$ cat src/rtl/mts_pkg.sv
// shared types and codes of the multicore task scheduler
package mts_pkg;

  // default sizes
  localparam int TABLE_DEPTH_DEF = 16;
  localparam int CORE_COUNT_DEF  = 4;
  localparam int TIME_BITS_DEF   = 16;

  // task status codes
  localparam logic [1:0] ST_READY = 2'd0;
  localparam logic [1:0] ST_RUN   = 2'd1;
  localparam logic [1:0] ST_DONE  = 2'd2;

  // scheduling policies
  localparam logic [1:0] POL_FIFO  = 2'd0;
  localparam logic [1:0] POL_SJF   = 2'd1;
  localparam logic [1:0] POL_RR    = 2'd2;
  localparam logic [1:0] POL_HOLD  = 2'd3;

  // configuration register indexes
  localparam logic CFG_POLICY = 1'b0;
  localparam logic CFG_SLICE  = 1'b1;

  // input operations
  localparam logic OP_ADD  = 1'b0;
  localparam logic OP_TICK = 1'b1;

  // input word
  typedef struct packed {
    logic        operation;
    logic [7:0]  task_id;
    logic [15:0] task_length;
  } in_word_t;

  // result word
  typedef struct packed {
    logic [1:0]  core_number;
    logic        core_idle;
    logic [7:0]  running_id;
    logic [15:0] ticks_left;
    logic        finished;
    logic        last_core;
  } out_word_t;

  // table write data select
  typedef enum logic [2:0] {
    WS_NEW, WS_RUN, WS_TICK, WS_READY, WS_RDATA, WS_HOLD
  } wsel_t;

  // core register operations
  typedef enum logic [2:0] {
    CO_NONE, CO_TAKE, CO_TICK, CO_PREEMPT, CO_ROT, CO_SHIFT, CO_KEYLD, CO_KEYPUT
  } coreop_t;

  // result emission
  typedef enum logic [1:0] {
    EM_NONE, EM_IDLE, EM_TICK
  } emit_t;

  // controller to datapath commands
  typedef struct packed {
    logic    rd_en;
    logic    wr_en;
    wsel_t   wr_sel;
    logic    hold_ld;
    coreop_t core_op;
    emit_t   emit;
    logic    cnt_inc;
  } cmd_t;

  // datapath to controller status
  typedef struct packed {
    logic [1:0] policy;
    logic       cur_busy;
    logic       rd_ready;
    logic       rd_gt;
    logic       preempt;
    logic       full;
  } stat_t;

endpackage

$ cat src/rtl/multicore_task_scheduler.sv
// top level of the multicore task scheduler
// An add word is taken without raising busy and gives no result. A tick word keeps busy
// high through a fill pass, a report pass and, but for the hold policy, a refill
// pass over the cores, each ready-task scan reading the table entries in order;
// shortest-first adds an insertion sort of the table before the refill pass, and
// each round robin preemption a rotate of the table. The task table memory has one
// read and one write port, and reads or moves one entry per cycle. A tick gives
// CORE_COUNT result words in core order,
// each shown for one cycle with out_valid; they cannot be held off.
module multicore_task_scheduler #(
  parameter int TABLE_DEPTH = mts_pkg::TABLE_DEPTH_DEF,
  parameter int CORE_COUNT  = mts_pkg::CORE_COUNT_DEF,
  parameter int TIME_BITS   = mts_pkg::TIME_BITS_DEF
) (
  input  logic               clk,
  input  logic               rst_n,
  input  logic               start,
  output logic               busy,
  input  mts_pkg::in_word_t  in_data,
  output logic               out_valid,
  output mts_pkg::out_word_t out_data,
  input  logic               cfg_we,
  input  logic               cfg_index,
  input  logic [15:0]        cfg_data
);

  localparam int AW  = (TABLE_DEPTH > 1) ? $clog2(TABLE_DEPTH) : 1;
  localparam int CW  = $clog2(TABLE_DEPTH + 1);
  localparam int CIW = (CORE_COUNT > 1) ? $clog2(CORE_COUNT) : 1;

  mts_pkg::cmd_t  cmd;
  mts_pkg::stat_t stat;
  logic [AW-1:0]  rd_addr, wr_addr, slot_a, slot_b, cur_slot;
  logic [CIW-1:0] core_idx;
  logic [CW-1:0]  count;

  // sequencer
  mts_ctrl #(
    .TABLE_DEPTH(TABLE_DEPTH),
    .CORE_COUNT (CORE_COUNT)
  ) u_ctrl (
    .clk     (clk),
    .rst_n   (rst_n),
    .start   (start),
    .in_op   (in_data.operation),
    .stat    (stat),
    .count   (count),
    .cur_slot(cur_slot),
    .busy    (busy),
    .cmd     (cmd),
    .rd_addr (rd_addr),
    .wr_addr (wr_addr),
    .slot_a  (slot_a),
    .slot_b  (slot_b),
    .core_idx(core_idx)
  );

  // table and core state
  mts_datapath #(
    .TABLE_DEPTH(TABLE_DEPTH),
    .CORE_COUNT (CORE_COUNT),
    .TIME_BITS  (TIME_BITS)
  ) u_dp (
    .clk      (clk),
    .rst_n    (rst_n),
    .cmd      (cmd),
    .rd_addr  (rd_addr),
    .wr_addr  (wr_addr),
    .slot_a   (slot_a),
    .slot_b   (slot_b),
    .core_idx (core_idx),
    .in_data  (in_data),
    .cfg_we   (cfg_we),
    .cfg_index(cfg_index),
    .cfg_data (cfg_data),
    .stat     (stat),
    .count    (count),
    .cur_slot (cur_slot),
    .out_valid(out_valid),
    .out_data (out_data)
  );

endmodule

$ cat src/rtl/mts_datapath.sv
// task table memory, core registers, configuration and result registers
module mts_datapath #(
  parameter int TABLE_DEPTH = mts_pkg::TABLE_DEPTH_DEF,
  parameter int CORE_COUNT  = mts_pkg::CORE_COUNT_DEF,
  parameter int TIME_BITS   = mts_pkg::TIME_BITS_DEF,
  localparam int AW  = (TABLE_DEPTH > 1) ? $clog2(TABLE_DEPTH) : 1,
  localparam int CW  = $clog2(TABLE_DEPTH + 1),
  localparam int CIW = (CORE_COUNT > 1) ? $clog2(CORE_COUNT) : 1
) (
  input  logic              clk,
  input  logic              rst_n,
  input  mts_pkg::cmd_t     cmd,
  input  logic [AW-1:0]     rd_addr,
  input  logic [AW-1:0]     wr_addr,
  input  logic [AW-1:0]     slot_a,
  input  logic [AW-1:0]     slot_b,
  input  logic [CIW-1:0]    core_idx,
  input  mts_pkg::in_word_t in_data,
  input  logic              cfg_we,
  input  logic              cfg_index,
  input  logic [15:0]       cfg_data,
  output mts_pkg::stat_t    stat,
  output logic [CW-1:0]     count,
  output logic [AW-1:0]     cur_slot,
  output logic              out_valid,
  output mts_pkg::out_word_t out_data
);

  localparam int EW      = 8 + 2 * TIME_BITS + 2;
  localparam int LEFT_LO = 2;
  localparam int TOT_LO  = 2 + TIME_BITS;
  localparam int ID_LO   = 2 + 2 * TIME_BITS;

  logic [EW-1:0]        table_r [TABLE_DEPTH];
  logic [EW-1:0]        rd_data_r;
  logic [EW-1:0]        hold_r;
  logic [EW-1:0]        wr_data;
  logic [CW-1:0]        count_r;
  logic [1:0]           policy_r;
  logic [15:0]          slice_r;
  logic [CORE_COUNT-1:0] busy_r;
  logic [CORE_COUNT-1:0] keymask_r;
  logic [AW-1:0]        slot_r [CORE_COUNT];
  logic [TIME_BITS-1:0] mark_r [CORE_COUNT];
  logic                 out_valid_r;
  mts_pkg::out_word_t   out_data_r;

  logic [TIME_BITS-1:0] rd_left, rd_tot, hold_tot, dec, ran, cur_mark, tl;
  logic [TIME_BITS+15:0] tl_wide, dec_wide;
  logic [CIW+1:0]       cn_wide;
  logic [15:0]          q16;
  logic                 fin, last;
  logic [CW-1:0]        cnt_m1;
  logic [AW-1:0]        rot_top;

  // field views of the read word
  assign rd_left  = rd_data_r[LEFT_LO +: TIME_BITS];
  assign rd_tot   = rd_data_r[TOT_LO +: TIME_BITS];
  assign hold_tot = hold_r[TOT_LO +: TIME_BITS];
  assign dec      = (rd_left != '0) ? rd_left - 1'b1 : '0;
  assign fin      = (dec == '0);
  assign tl_wide  = {{TIME_BITS{1'b0}}, in_data.task_length};
  assign tl       = tl_wide[TIME_BITS-1:0];
  assign dec_wide = {16'b0, dec};
  assign cn_wide  = {2'b00, core_idx};
  assign last     = (core_idx == CIW'(CORE_COUNT - 1));
  assign cnt_m1   = count_r - 1'b1;
  assign rot_top  = cnt_m1[AW-1:0];

  // round robin slice check for the selected core
  assign cur_mark = mark_r[core_idx];
  assign ran      = (cur_mark >= rd_left) ? cur_mark - rd_left : '0;
  assign q16      = (slice_r == 16'd0) ? 16'd1 : slice_r;

  assign stat.policy   = policy_r;
  assign stat.cur_busy = busy_r[core_idx];
  assign stat.rd_ready = (rd_data_r[1:0] == mts_pkg::ST_READY);
  assign stat.rd_gt    = (rd_tot > hold_tot);
  assign stat.preempt  = ({16'b0, ran} >= {{TIME_BITS{1'b0}}, q16});
  assign stat.full     = (count_r == CW'(TABLE_DEPTH));
  assign count         = count_r;
  assign cur_slot      = slot_r[core_idx];
  assign out_valid     = out_valid_r;
  assign out_data      = out_data_r;

  // table write data
  always_comb begin
    case (cmd.wr_sel)
      mts_pkg::WS_NEW:   wr_data = {in_data.task_id, tl, tl, mts_pkg::ST_READY};
      mts_pkg::WS_RUN:   wr_data = {rd_data_r[EW-1:2], mts_pkg::ST_RUN};
      mts_pkg::WS_TICK:  wr_data = {rd_data_r[EW-1:TOT_LO], dec,
                                    fin ? mts_pkg::ST_DONE : rd_data_r[1:0]};
      mts_pkg::WS_READY: wr_data = {rd_data_r[EW-1:2], mts_pkg::ST_READY};
      mts_pkg::WS_RDATA: wr_data = rd_data_r;
      mts_pkg::WS_HOLD:  wr_data = hold_r;
      default:           wr_data = rd_data_r;
    endcase
  end

  // task table memory
  always_ff @(posedge clk) begin
    if (cmd.wr_en) begin
      table_r[wr_addr] <= wr_data;
    end
    if (cmd.rd_en) begin
      rd_data_r <= table_r[rd_addr];
    end
    if (cmd.hold_ld) begin
      hold_r <= rd_data_r;
    end
  end

  // result word
  always_ff @(posedge clk) begin
    case (cmd.emit)
      mts_pkg::EM_IDLE: begin
        out_data_r <= '{core_number: cn_wide[1:0], core_idle: 1'b1, running_id: 8'd0,
                        ticks_left: 16'd0, finished: 1'b0, last_core: last};
      end
      mts_pkg::EM_TICK: begin
        out_data_r <= '{core_number: cn_wide[1:0], core_idle: 1'b0,
                        running_id: rd_data_r[ID_LO +: 8], ticks_left: dec_wide[15:0],
                        finished: fin, last_core: last};
      end
      default: out_data_r <= out_data_r;
    endcase
  end

  // control registers, configuration and cores
  always_ff @(posedge clk) begin
    if (!rst_n) begin
      count_r     <= '0;
      policy_r    <= mts_pkg::POL_FIFO;
      slice_r     <= 16'd4;
      out_valid_r <= 1'b0;
      busy_r      <= '0;
      keymask_r   <= '0;
      for (int k = 0; k < CORE_COUNT; k++) begin
        slot_r[k] <= '0;
        mark_r[k] <= '0;
      end
    end else begin
      out_valid_r <= (cmd.emit != mts_pkg::EM_NONE);
      if (cmd.cnt_inc) begin
        count_r <= count_r + 1'b1;
      end
      if (cfg_we) begin
        if (cfg_index == mts_pkg::CFG_POLICY) begin
          policy_r <= cfg_data[1:0];
        end else begin
          slice_r <= cfg_data;
        end
      end
      case (cmd.core_op)
        mts_pkg::CO_TAKE: begin
          slot_r[core_idx] <= slot_a;
          busy_r[core_idx] <= 1'b1;
          mark_r[core_idx] <= rd_left;
        end
        mts_pkg::CO_TICK: begin
          if (fin) begin
            busy_r[core_idx] <= 1'b0;
          end
        end
        mts_pkg::CO_PREEMPT: busy_r[core_idx] <= 1'b0;
        mts_pkg::CO_ROT: begin
          for (int k = 0; k < CORE_COUNT; k++) begin
            if (busy_r[k]) begin
              slot_r[k] <= (slot_r[k] == '0) ? rot_top : slot_r[k] - 1'b1;
            end
          end
        end
        mts_pkg::CO_SHIFT: begin
          for (int k = 0; k < CORE_COUNT; k++) begin
            if (busy_r[k] && !keymask_r[k] && slot_r[k] == slot_a) begin
              slot_r[k] <= slot_b;
            end
          end
        end
        mts_pkg::CO_KEYLD: begin
          for (int k = 0; k < CORE_COUNT; k++) begin
            keymask_r[k] <= busy_r[k] && (slot_r[k] == slot_a);
          end
        end
        mts_pkg::CO_KEYPUT: begin
          for (int k = 0; k < CORE_COUNT; k++) begin
            if (keymask_r[k]) begin
              slot_r[k] <= slot_b;
            end
          end
        end
        default: ;
      endcase
    end
  end

endmodule

$ cat src/rtl/mts_ctrl.sv
// sequencer for add, tick, sort, rotate and ready-task scans
module mts_ctrl #(
  parameter int TABLE_DEPTH = mts_pkg::TABLE_DEPTH_DEF,
  parameter int CORE_COUNT  = mts_pkg::CORE_COUNT_DEF,
  localparam int AW  = (TABLE_DEPTH > 1) ? $clog2(TABLE_DEPTH) : 1,
  localparam int CW  = $clog2(TABLE_DEPTH + 1),
  localparam int CIW = (CORE_COUNT > 1) ? $clog2(CORE_COUNT) : 1
) (
  input  logic           clk,
  input  logic           rst_n,
  input  logic           start,
  input  logic           in_op,
  input  mts_pkg::stat_t stat,
  input  logic [CW-1:0]  count,
  input  logic [AW-1:0]  cur_slot,
  output logic           busy,
  output mts_pkg::cmd_t  cmd,
  output logic [AW-1:0]  rd_addr,
  output logic [AW-1:0]  wr_addr,
  output logic [AW-1:0]  slot_a,
  output logic [AW-1:0]  slot_b,
  output logic [CIW-1:0] core_idx
);

  typedef enum logic [4:0] {
    S_IDLE, S_A_CORE, S_A_NEXT, S_TR_START, S_TR_CHK, S_B_CORE, S_B_UPD,
    S_SO_INIT, S_SO_KEY, S_SO_CMP, S_SO_PUT, S_C_CORE, S_C_PRE, S_C_PCHK,
    S_RO_0, S_RO_1, S_RO_LOOP, S_RO_END, S_C_NEXT
  } state_t;

  state_t         state_r, state_nxt, ret_r, ret_nxt;
  logic [CIW-1:0] c_r, c_nxt;
  logic [CW-1:0]  i_r, i_nxt, j_r, j_nxt;
  logic [CW-1:0]  i_inc, i_m1, j_m1, j_m2, cnt_m1;
  logic           last_c;

  assign busy     = (state_r != S_IDLE);
  assign core_idx = c_r;
  assign last_c   = (c_r == CIW'(CORE_COUNT - 1));
  assign i_inc    = i_r + 1'b1;
  assign i_m1     = i_r - 1'b1;
  assign j_m1     = j_r - 1'b1;
  assign j_m2     = j_r - CW'(2);
  assign cnt_m1   = count - 1'b1;

  // next state and commands
  always_comb begin
    state_nxt = state_r;
    ret_nxt   = ret_r;
    c_nxt     = c_r;
    i_nxt     = i_r;
    j_nxt     = j_r;
    cmd       = '{rd_en: 1'b0, wr_en: 1'b0, wr_sel: mts_pkg::WS_RDATA, hold_ld: 1'b0,
                  core_op: mts_pkg::CO_NONE, emit: mts_pkg::EM_NONE, cnt_inc: 1'b0};
    rd_addr   = '0;
    wr_addr   = '0;
    slot_a    = '0;
    slot_b    = '0;
    case (state_r)
      S_IDLE: begin
        if (start) begin
          if (in_op == mts_pkg::OP_TICK) begin
            c_nxt     = '0;
            state_nxt = S_A_CORE;
          end else if (!stat.full) begin
            cmd.wr_en   = 1'b1;
            cmd.wr_sel  = mts_pkg::WS_NEW;
            wr_addr     = count[AW-1:0];
            cmd.cnt_inc = 1'b1;
          end
        end
      end
      // fill idle cores before the tick
      S_A_CORE: begin
        if (stat.cur_busy) begin
          state_nxt = S_A_NEXT;
        end else begin
          ret_nxt   = S_A_NEXT;
          state_nxt = S_TR_START;
        end
      end
      S_A_NEXT: begin
        if (last_c) begin
          c_nxt     = '0;
          state_nxt = S_B_CORE;
        end else begin
          c_nxt     = c_r + 1'b1;
          state_nxt = S_A_CORE;
        end
      end
      // scan for the first ready task
      S_TR_START: begin
        if (count == '0) begin
          state_nxt = ret_r;
        end else begin
          cmd.rd_en = 1'b1;
          rd_addr   = '0;
          i_nxt     = '0;
          state_nxt = S_TR_CHK;
        end
      end
      S_TR_CHK: begin
        if (stat.rd_ready) begin
          cmd.wr_en   = 1'b1;
          cmd.wr_sel  = mts_pkg::WS_RUN;
          wr_addr     = i_r[AW-1:0];
          cmd.core_op = mts_pkg::CO_TAKE;
          slot_a      = i_r[AW-1:0];
          state_nxt   = ret_r;
        end else if (i_inc < count) begin
          cmd.rd_en = 1'b1;
          rd_addr   = i_inc[AW-1:0];
          i_nxt     = i_inc;
        end else begin
          state_nxt = ret_r;
        end
      end
      // run one tick on each core and report it
      S_B_CORE: begin
        if (stat.cur_busy) begin
          cmd.rd_en = 1'b1;
          rd_addr   = cur_slot;
          state_nxt = S_B_UPD;
        end else begin
          cmd.emit = mts_pkg::EM_IDLE;
          if (last_c) begin
            c_nxt = '0;
            case (stat.policy)
              mts_pkg::POL_HOLD: state_nxt = S_IDLE;
              mts_pkg::POL_SJF:  state_nxt = S_SO_INIT;
              default:           state_nxt = S_C_CORE;
            endcase
          end else begin
            c_nxt = c_r + 1'b1;
          end
        end
      end
      S_B_UPD: begin
        cmd.wr_en   = 1'b1;
        cmd.wr_sel  = mts_pkg::WS_TICK;
        wr_addr     = cur_slot;
        cmd.core_op = mts_pkg::CO_TICK;
        cmd.emit    = mts_pkg::EM_TICK;
        if (last_c) begin
          c_nxt = '0;
          case (stat.policy)
            mts_pkg::POL_HOLD: state_nxt = S_IDLE;
            mts_pkg::POL_SJF:  state_nxt = S_SO_INIT;
            default:           state_nxt = S_C_CORE;
          endcase
        end else begin
          c_nxt     = c_r + 1'b1;
          state_nxt = S_B_CORE;
        end
      end
      // stable insertion sort by total time
      S_SO_INIT: begin
        if (count < CW'(2)) begin
          state_nxt = S_C_CORE;
        end else begin
          cmd.rd_en = 1'b1;
          rd_addr   = AW'(1);
          i_nxt     = CW'(1);
          state_nxt = S_SO_KEY;
        end
      end
      S_SO_KEY: begin
        cmd.hold_ld = 1'b1;
        cmd.core_op = mts_pkg::CO_KEYLD;
        slot_a      = i_r[AW-1:0];
        cmd.rd_en   = 1'b1;
        rd_addr     = i_m1[AW-1:0];
        j_nxt       = i_r;
        state_nxt   = S_SO_CMP;
      end
      S_SO_CMP: begin
        if (stat.rd_gt) begin
          cmd.wr_en   = 1'b1;
          cmd.wr_sel  = mts_pkg::WS_RDATA;
          wr_addr     = j_r[AW-1:0];
          cmd.core_op = mts_pkg::CO_SHIFT;
          slot_a      = j_m1[AW-1:0];
          slot_b      = j_r[AW-1:0];
          j_nxt       = j_m1;
          if (j_m1 != '0) begin
            cmd.rd_en = 1'b1;
            rd_addr   = j_m2[AW-1:0];
          end else begin
            state_nxt = S_SO_PUT;
          end
        end else begin
          state_nxt = S_SO_PUT;
        end
      end
      S_SO_PUT: begin
        cmd.wr_en   = 1'b1;
        cmd.wr_sel  = mts_pkg::WS_HOLD;
        wr_addr     = j_r[AW-1:0];
        cmd.core_op = mts_pkg::CO_KEYPUT;
        slot_b      = j_r[AW-1:0];
        i_nxt       = i_inc;
        if (i_inc < count) begin
          cmd.rd_en = 1'b1;
          rd_addr   = i_inc[AW-1:0];
          state_nxt = S_SO_KEY;
        end else begin
          state_nxt = S_C_CORE;
        end
      end
      // refill freed cores
      S_C_CORE: begin
        if (stat.cur_busy) begin
          state_nxt = S_C_PRE;
        end else begin
          ret_nxt   = S_C_PRE;
          state_nxt = S_TR_START;
        end
      end
      S_C_PRE: begin
        if (stat.policy == mts_pkg::POL_RR && stat.cur_busy) begin
          cmd.rd_en = 1'b1;
          rd_addr   = cur_slot;
          state_nxt = S_C_PCHK;
        end else begin
          state_nxt = S_C_NEXT;
        end
      end
      S_C_PCHK: begin
        if (stat.preempt) begin
          cmd.wr_en   = 1'b1;
          cmd.wr_sel  = mts_pkg::WS_READY;
          wr_addr     = cur_slot;
          cmd.core_op = mts_pkg::CO_PREEMPT;
          state_nxt   = S_RO_0;
        end else begin
          state_nxt = S_C_NEXT;
        end
      end
      // rotate the table left by one
      S_RO_0: begin
        cmd.rd_en = 1'b1;
        rd_addr   = '0;
        state_nxt = S_RO_1;
      end
      S_RO_1: begin
        cmd.hold_ld = 1'b1;
        if (count == CW'(1)) begin
          state_nxt = S_RO_END;
        end else begin
          cmd.rd_en = 1'b1;
          rd_addr   = AW'(1);
          i_nxt     = CW'(1);
          state_nxt = S_RO_LOOP;
        end
      end
      S_RO_LOOP: begin
        cmd.wr_en  = 1'b1;
        cmd.wr_sel = mts_pkg::WS_RDATA;
        wr_addr    = i_m1[AW-1:0];
        if (i_inc < count) begin
          cmd.rd_en = 1'b1;
          rd_addr   = i_inc[AW-1:0];
          i_nxt     = i_inc;
        end else begin
          state_nxt = S_RO_END;
        end
      end
      S_RO_END: begin
        cmd.wr_en   = 1'b1;
        cmd.wr_sel  = mts_pkg::WS_HOLD;
        wr_addr     = cnt_m1[AW-1:0];
        cmd.core_op = mts_pkg::CO_ROT;
        ret_nxt     = S_C_NEXT;
        state_nxt   = S_TR_START;
      end
      S_C_NEXT: begin
        if (last_c) begin
          c_nxt     = '0;
          state_nxt = S_IDLE;
        end else begin
          c_nxt     = c_r + 1'b1;
          state_nxt = S_C_CORE;
        end
      end
      default: state_nxt = S_IDLE;
    endcase
  end

  // state and loop registers
  always_ff @(posedge clk) begin
    if (!rst_n) begin
      state_r <= S_IDLE;
      ret_r   <= S_IDLE;
      c_r     <= '0;
      i_r     <= '0;
      j_r     <= '0;
    end else begin
      state_r <= state_nxt;
      ret_r   <= ret_nxt;
      c_r     <= c_nxt;
      i_r     <= i_nxt;
      j_r     <= j_nxt;
    end
  end

endmodule

$ cat config.mk
export PLATFORM = sky130hd
export DESIGN_NAME = multicore_task_scheduler
export DESIGN_NICKNAME = d
export VERILOG_FILES = /design/src/rtl/mts_pkg.sv /design/src/rtl/multicore_task_scheduler.sv /design/src/rtl/mts_datapath.sv /design/src/rtl/mts_ctrl.sv
export SDC_FILE = /design/constraint.sdc
export NUM_CORES = 2
export LEC_CHECK = 0
export BUFFER_PORTS_ARGS = -buffer_cell sky130_fd_sc_hd__buf_4
export CORE_ASPECT_RATIO = 0.5
export CORE_UTILIZATION = 50
export CTS_CLUSTER_DIAMETER = 150
export DETAILED_ROUTE_END_ITERATION = 6
export PLACE_DENSITY = 0.7
export SKIP_CTS_REPAIR_TIMING = 1
export SLEW_MARGIN = 10
export SYNTH_ARGS = -nofsm -noshare
export SYNTH_HDL_FRONTEND = slang
export SYNTH_HIERARCHICAL = 1
export SYNTH_SLANG_ARGS = --single-unit
$ cat constraint.sdc
create_clock -name clk -period 8.7 [get_ports clk]
set_input_delay 1.74 -clock clk [delete_from_list [all_inputs] [get_ports clk]]
set_output_delay 1.74 -clock clk [all_outputs]
set_load 0.02 [all_outputs]
== Yosys cells after proc, flatten, opt, wreduce, memory -nomap -nowiden ==
Memories as Yosys holds them, arrays and structs flattened. A register that Yosys moved wholly into a read port is not among the register bits.
Index checks and enable logic that the tools add are counted.

* Register bits: 125
* Bits in latches: 0
* Bits in writable memories: 752
* Bits in read-only memories: 0
* Logic and storage cells: 342
* Memories kept: 3

{| class="wikitable"
|+ Memories
! name !! depth !! bits a word !! rd ports !! clocked after memory_dff !! write ports !! RTL line !! source
|-
| u_dp.table_r || 16 || 42 || 1 || 1 || 1 || mts_datapath.sv:34 || <nowiki>logic [EW-1:0] table_r [TABLE_DEPTH];</nowiki>
|-
| u_dp.mark_r || 4 || 16 || 1 || 1 || 4 || mts_datapath.sv:44 || <nowiki>logic [TIME_BITS-1:0] mark_r [CORE_COUNT];</nowiki>
|-
| u_dp.slot_r || 4 || 4 || 5 || 1 || 4 || mts_datapath.sv:43 || <nowiki>logic [AW-1:0] slot_r [CORE_COUNT];</nowiki>
|}

* Add/subtract/negate cells: 13
* Multipliers: 0
* Div/mod/pow operators: 0
* Order comparisons: 7
* Equal/unequal tests: 56
* Shift-type cells: 0
* Multiplexer cells: 176
* Bitwise logic cells: 16
* Reductions and logical operators: 53

{| class="wikitable"
|+ Operators with widths
! operator !! count
|-
| 42-bit case mux with 5 select lines || 1
|-
| 4-bit two-way mux || 39
|-
| 5-bit two-way mux || 21
|-
| 5-bit case mux with 19 select lines || 1
|-
| 1-bit two-way mux || 77
|-
| 16-bit two-way mux || 4
|-
| 4-bit case mux with 8 select lines || 2
|-
| 29-bit case mux with 2 select lines || 1
|-
| 5-bit by 4-bit equality test with 1-bit output, second input constant || 8
|-
| 16-bit >= comparator || 2
|-
| 16-bit logical NOT || 2
|-
| 5-bit case mux with 6 select lines || 1
|-
| 2-bit two-way mux || 14
|-
| 4-bit case mux with 7 select lines || 1
|-
| 4-bit case mux with 3 select lines || 2
|-
| 4-bit by 1-bit subtractor with 4-bit output, second input constant || 6
|-
| 2-bit != test, second input constant || 11
|-
| 3-bit case mux with 7 select lines || 1
|-
| 5-bit by 3-bit equality test with 1-bit output, second input constant || 4
|-
| 5-bit equality test, second input constant || 4
|-
| 4-bit equality test || 4
|-
| 16-bit greater-than comparator || 1
|-
| 4-bit logical NOT || 4
|-
| 4-bit case mux with 2 select lines || 2
|-
| other kinds (52) || 108
|}

== Longest topological paths before layout ==
* Word-level depth: 13
* Mapped depth: 32

== Hierarchy ==
The synthesis kept the hierarchy.

{| class="wikitable"
|+ By module, submodules not included
! module !! times used !! cells an instance !! area an instance (µm²)
|-
| mts_datapath || 1 || 2254 || 38333.0
|-
| mts_ctrl || 1 || 373 || 2592.5
|}

== Worst setup path after synthesis ==
Ideal clock, no wire load.

* Path kind: register to register
* From: reg u_ctrl/core_idx[0] (netlist name)
* To: mem u_dp/table_r[0][0] in the netlist's numbering (enable)
* Arrival: 8.644 ns
* Required time: 8.207 ns
* Setup slack: -0.437 ns
* Stages on the path, launching flop included: 25
* Buffers on the path: 3
* Period minus slack after synthesis: 9.137 ns
* Cells stage by stage: dfxtp_1 clkbuf_1 buf_1 mux4_2 fa_1 a211oi_1 o211ai_1 a41oi_1 o21ai_1 o22ai_1 buf_2 nor2_1 ha_1 a21o_1 a21o_1 a21oi_1 nor2_1 a211oi_1 o21ai_0 a31oi_1 nor2_1 nand2_1 nand4_1 or3b_2 nor3_1

{| class="wikitable"
|+ RTL lines
! item !! RTL line
|-
| end, declared || mts_datapath.sv:34
|}

==> metrics.txt <==
Static Leakage 15.1 nW; DR iter-0 viols 3293; CTS tree built; first-pass GRT wire length 154 mm; Final Critical Period 7.75 ns; Yosys warning total 6; Post-Syn Area 0.0409 mm2; Layout Nets 2843; Synth cell types 104; number of global-route vias before repair 23700; fmax 129 MHz; Synth Net Count 2747; CP Launch Type register; Num CTS Buffers 79; H-tree levels 3; cell count after synthesis 2627; clock share of power 38.4%; type of the worst setup path reg2reg; Synth top area share 63.5%; status complete, no violations; Chip Width 407 um; leading post-synthesis cells by cell area edfxtp_1 63%, mux4_2 13%, dfxtp_1 2.5%, ha_1 2.2%, nor2_1 1.8%; clk sink count 917; FP Rows 73; Rel. slew slack 15.8%; Die H 204 um; initial core utilization 51.0%; Layout fillers 6163; Seq. cell area 0.0270 mm2; Worst Hold Depth 2; Peak VDD IR 0.153 mV; CTS Buffer Depth 3; Clock Tree Root clkbuf_16; Critical Path RT 8.99 ns; post-synthesis sequential area ratio 66.0%; final setup skew 0.0342 ns; internal power 0.00718 W; Synth Register Bits 917; combinational share of power 7.2%; # setup viols final 0; Wirelength per Cell 26.9 um; area leader, netlist edfxtp_1; antenna-violating nets left 0; number of flops mapped to enable cells by yosys 865; Synth async-reset ratio 0%; most frequent cells in the layout 865 x edfxtp_1, 231 x mux4_2, 177 x nor2_1; Post-DP HPWL 64.9 mm; max-slew violation count 0; pwr dens 203 mW/mm2; Via density 6.35; max-cap violations 0; Tot GR Track Use 25.5%; Switching Share 22.8%; Worst Path Arrival 8.04 ns; total global routing overflow 0; initial antenna violation count 1; HP Class reg2reg; I/O Buffers 76; dpl ws 1.10 ns; Synth Area per Inst 15.6 um2; P_sw 0.00212 W; Top Ports 77; die area 0.0831 mm2; commonest non-fill, non-tap cell in the layout edfxtp_1; Top FF cell, synth edfxtp_1; Worst-Margin Slew 1.26 ns; final hold viol count 0; Clock transition at path regs 0.07 ns; area taken by multi-input logic gates 0.0130 mm2; setup_tns 0 ns; cell count of the worst reg-to-reg path 24; # DRC 0; Clk Latency, worst-skew pair 0.68 ns; GPL Wtd Cong 0.939; fin crit share 89.1%; Flop pwr share 54.4%; layout cells sized above 1 21.1%; Synth-to-Final Area Change 11.9%; Pre-antenna DRT Iters 7; Setup WS post-layout 0.951 ns; WL final 104 mm; core box area 0.0802 mm2; RSZ-0062 raised after global routing no; Vias 24600; CP Capture Type register; largest net degree at the start of global routing 82; Worst Path Max Fanout 36
[logic make-up (layout without fill, tap and decap cells)]
logic type	count (synthesis)	in the layout	share of synthesized area [%]
fa+ha+maj	74	74	2.28
simple gates	620	620	7.51
buf+inv	281	441	2.83
xor+xnor	47	47	1.01
compound gates	438	438	7.17
other cells	0	1	0
flops	917	917	66.0
mux	250	250	13.2
[registers in the layout, summed over array words and instances, names as in the netlist, named ones only]
| signal | count |
|---|---|
| u_ctrl/state_r | 5 |
| u_dp/count | 5 |
| u_dp/out_data | 29 |
| u_dp/policy_r | 2 |
| u_dp/mark_r | 64 |
| u_dp/table_r | 672 |
| u_dp/rd_data_r | 42 |
| u_ctrl/ret_r | 3 |
| u_dp/slice_r | 16 |
| u_dp/hold_r | 42 |
| u_ctrl/core_idx | 2 |
| u_dp/keymask_r | 4 |
| u_dp/slot_r | 16 |
| u_dp/out_valid | 1 |
| u_ctrl/i_r | 5 |
| u_ctrl/j_r | 5 |
[area by class of cell]
class | instances | area share, %
Antenna cell | 1 | 0.00547
Clock buffer | 98 | 4.57
Clock inverter | 47 | 1.05
Inverter | 132 | 1.08
Multi-Input combinational cell | 1429 | 28.4
Sequential cell | 917 | 59.0
Tap cell | 1087 | 2.97
Timing Repair Buffer | 164 | 2.93
[metrics by stage]
stage                     total power (W)  utilization, %  hold slack, ns  cells  cell area, um2
final                             0.00930            57.1           0.452   3875           45800
after global routing              0.00956            57.1           0.481   3874           45800
after CTS                         0.00933            57.1           0.452   3874           45800
after detailed placement          0.00581            53.9           0.445   3729           43200
after global placement            0.00579            53.9           0.435   3729           43200
after floorplan                   0.00555               -           0.420   2627           40900
[worst paths after layout]
| path | from | endpoint | slack (ns) |
|---|---|---|---|
| worst max-delay path | u_ctrl/core_idx[0] | u_dp/table_r[5][16] | 0.95 |
| worst max register to register | u_ctrl/core_idx[0] | u_dp/table_r[5][16] | 0.95 |
| worst min register to register | u_ctrl/ret_r[4] | u_ctrl/ret_r[4] | 0.45 |
| worst min-delay path | u_ctrl/ret_r[4] | u_ctrl/ret_r[4] | 0.45 |
[per-layer routing]
layer  global-route usage, %  part of all wire, %  vias up
met5                       0                0.012        -
met4                    7.75                  3.1        2
met3                    5.13                  9.7      198
met2                    39.2                   46     1332
met1                    36.9                   41    12600
li1                        -                    -    10500
[worst max-delay path: stages (launching register included)]
cell,delay (ns)
dfxtp_1,0.37
buf_4,0.33
mux4_2,0.59
fa_1,0.43
a211oi_1,0.30
o211ai_1,0.17
a41oi_1,0.30
o21ai_1,0.14
o22ai_1,0.15
buf_4,0.22
nor3_1,0.08
ha_1,0.29
a21o_1,0.16
a21o_1,0.17
a21oi_1,0.15
nor2_1,0.06
a211oi_1,0.20
o21ai_0,0.37
a41oi_1,0.46
nand3_4,0.28
buf_4,0.36
nor2_2,0.30
buf_4,0.33
a221oi_1,0.15
o22ai_1,0.96
[power groups by stage]
stage	logic (W)	clock network, W	registers [W]
floorplan	0.000405	0	0.00515
global placement	0.000633	0	0.00515
detailed placement	0.000653	0	0.00516
CTS	0.000655	0.00361	0.00506
global route	0.000722	0.00378	0.00506
finish	0.000668	0.00357	0.00506
[synthesized netlist by cell type, types with 26 or more instances]
cell / number
edfxtp_1: 865
mux4_2: 231
nor2_1: 191
nand2_1: 169
inv_1: 132
a21oi_1: 98
clkbuf_1: 96
o21ai_0: 96
ha_1: 73
dfxtp_1: 52
nor3_1: 39
nand3_1: 35
buf_2: 31
o22ai_1: 31
nor2b_1: 28
xnor2_1: 26
Power figures use the tool's default switching activity.
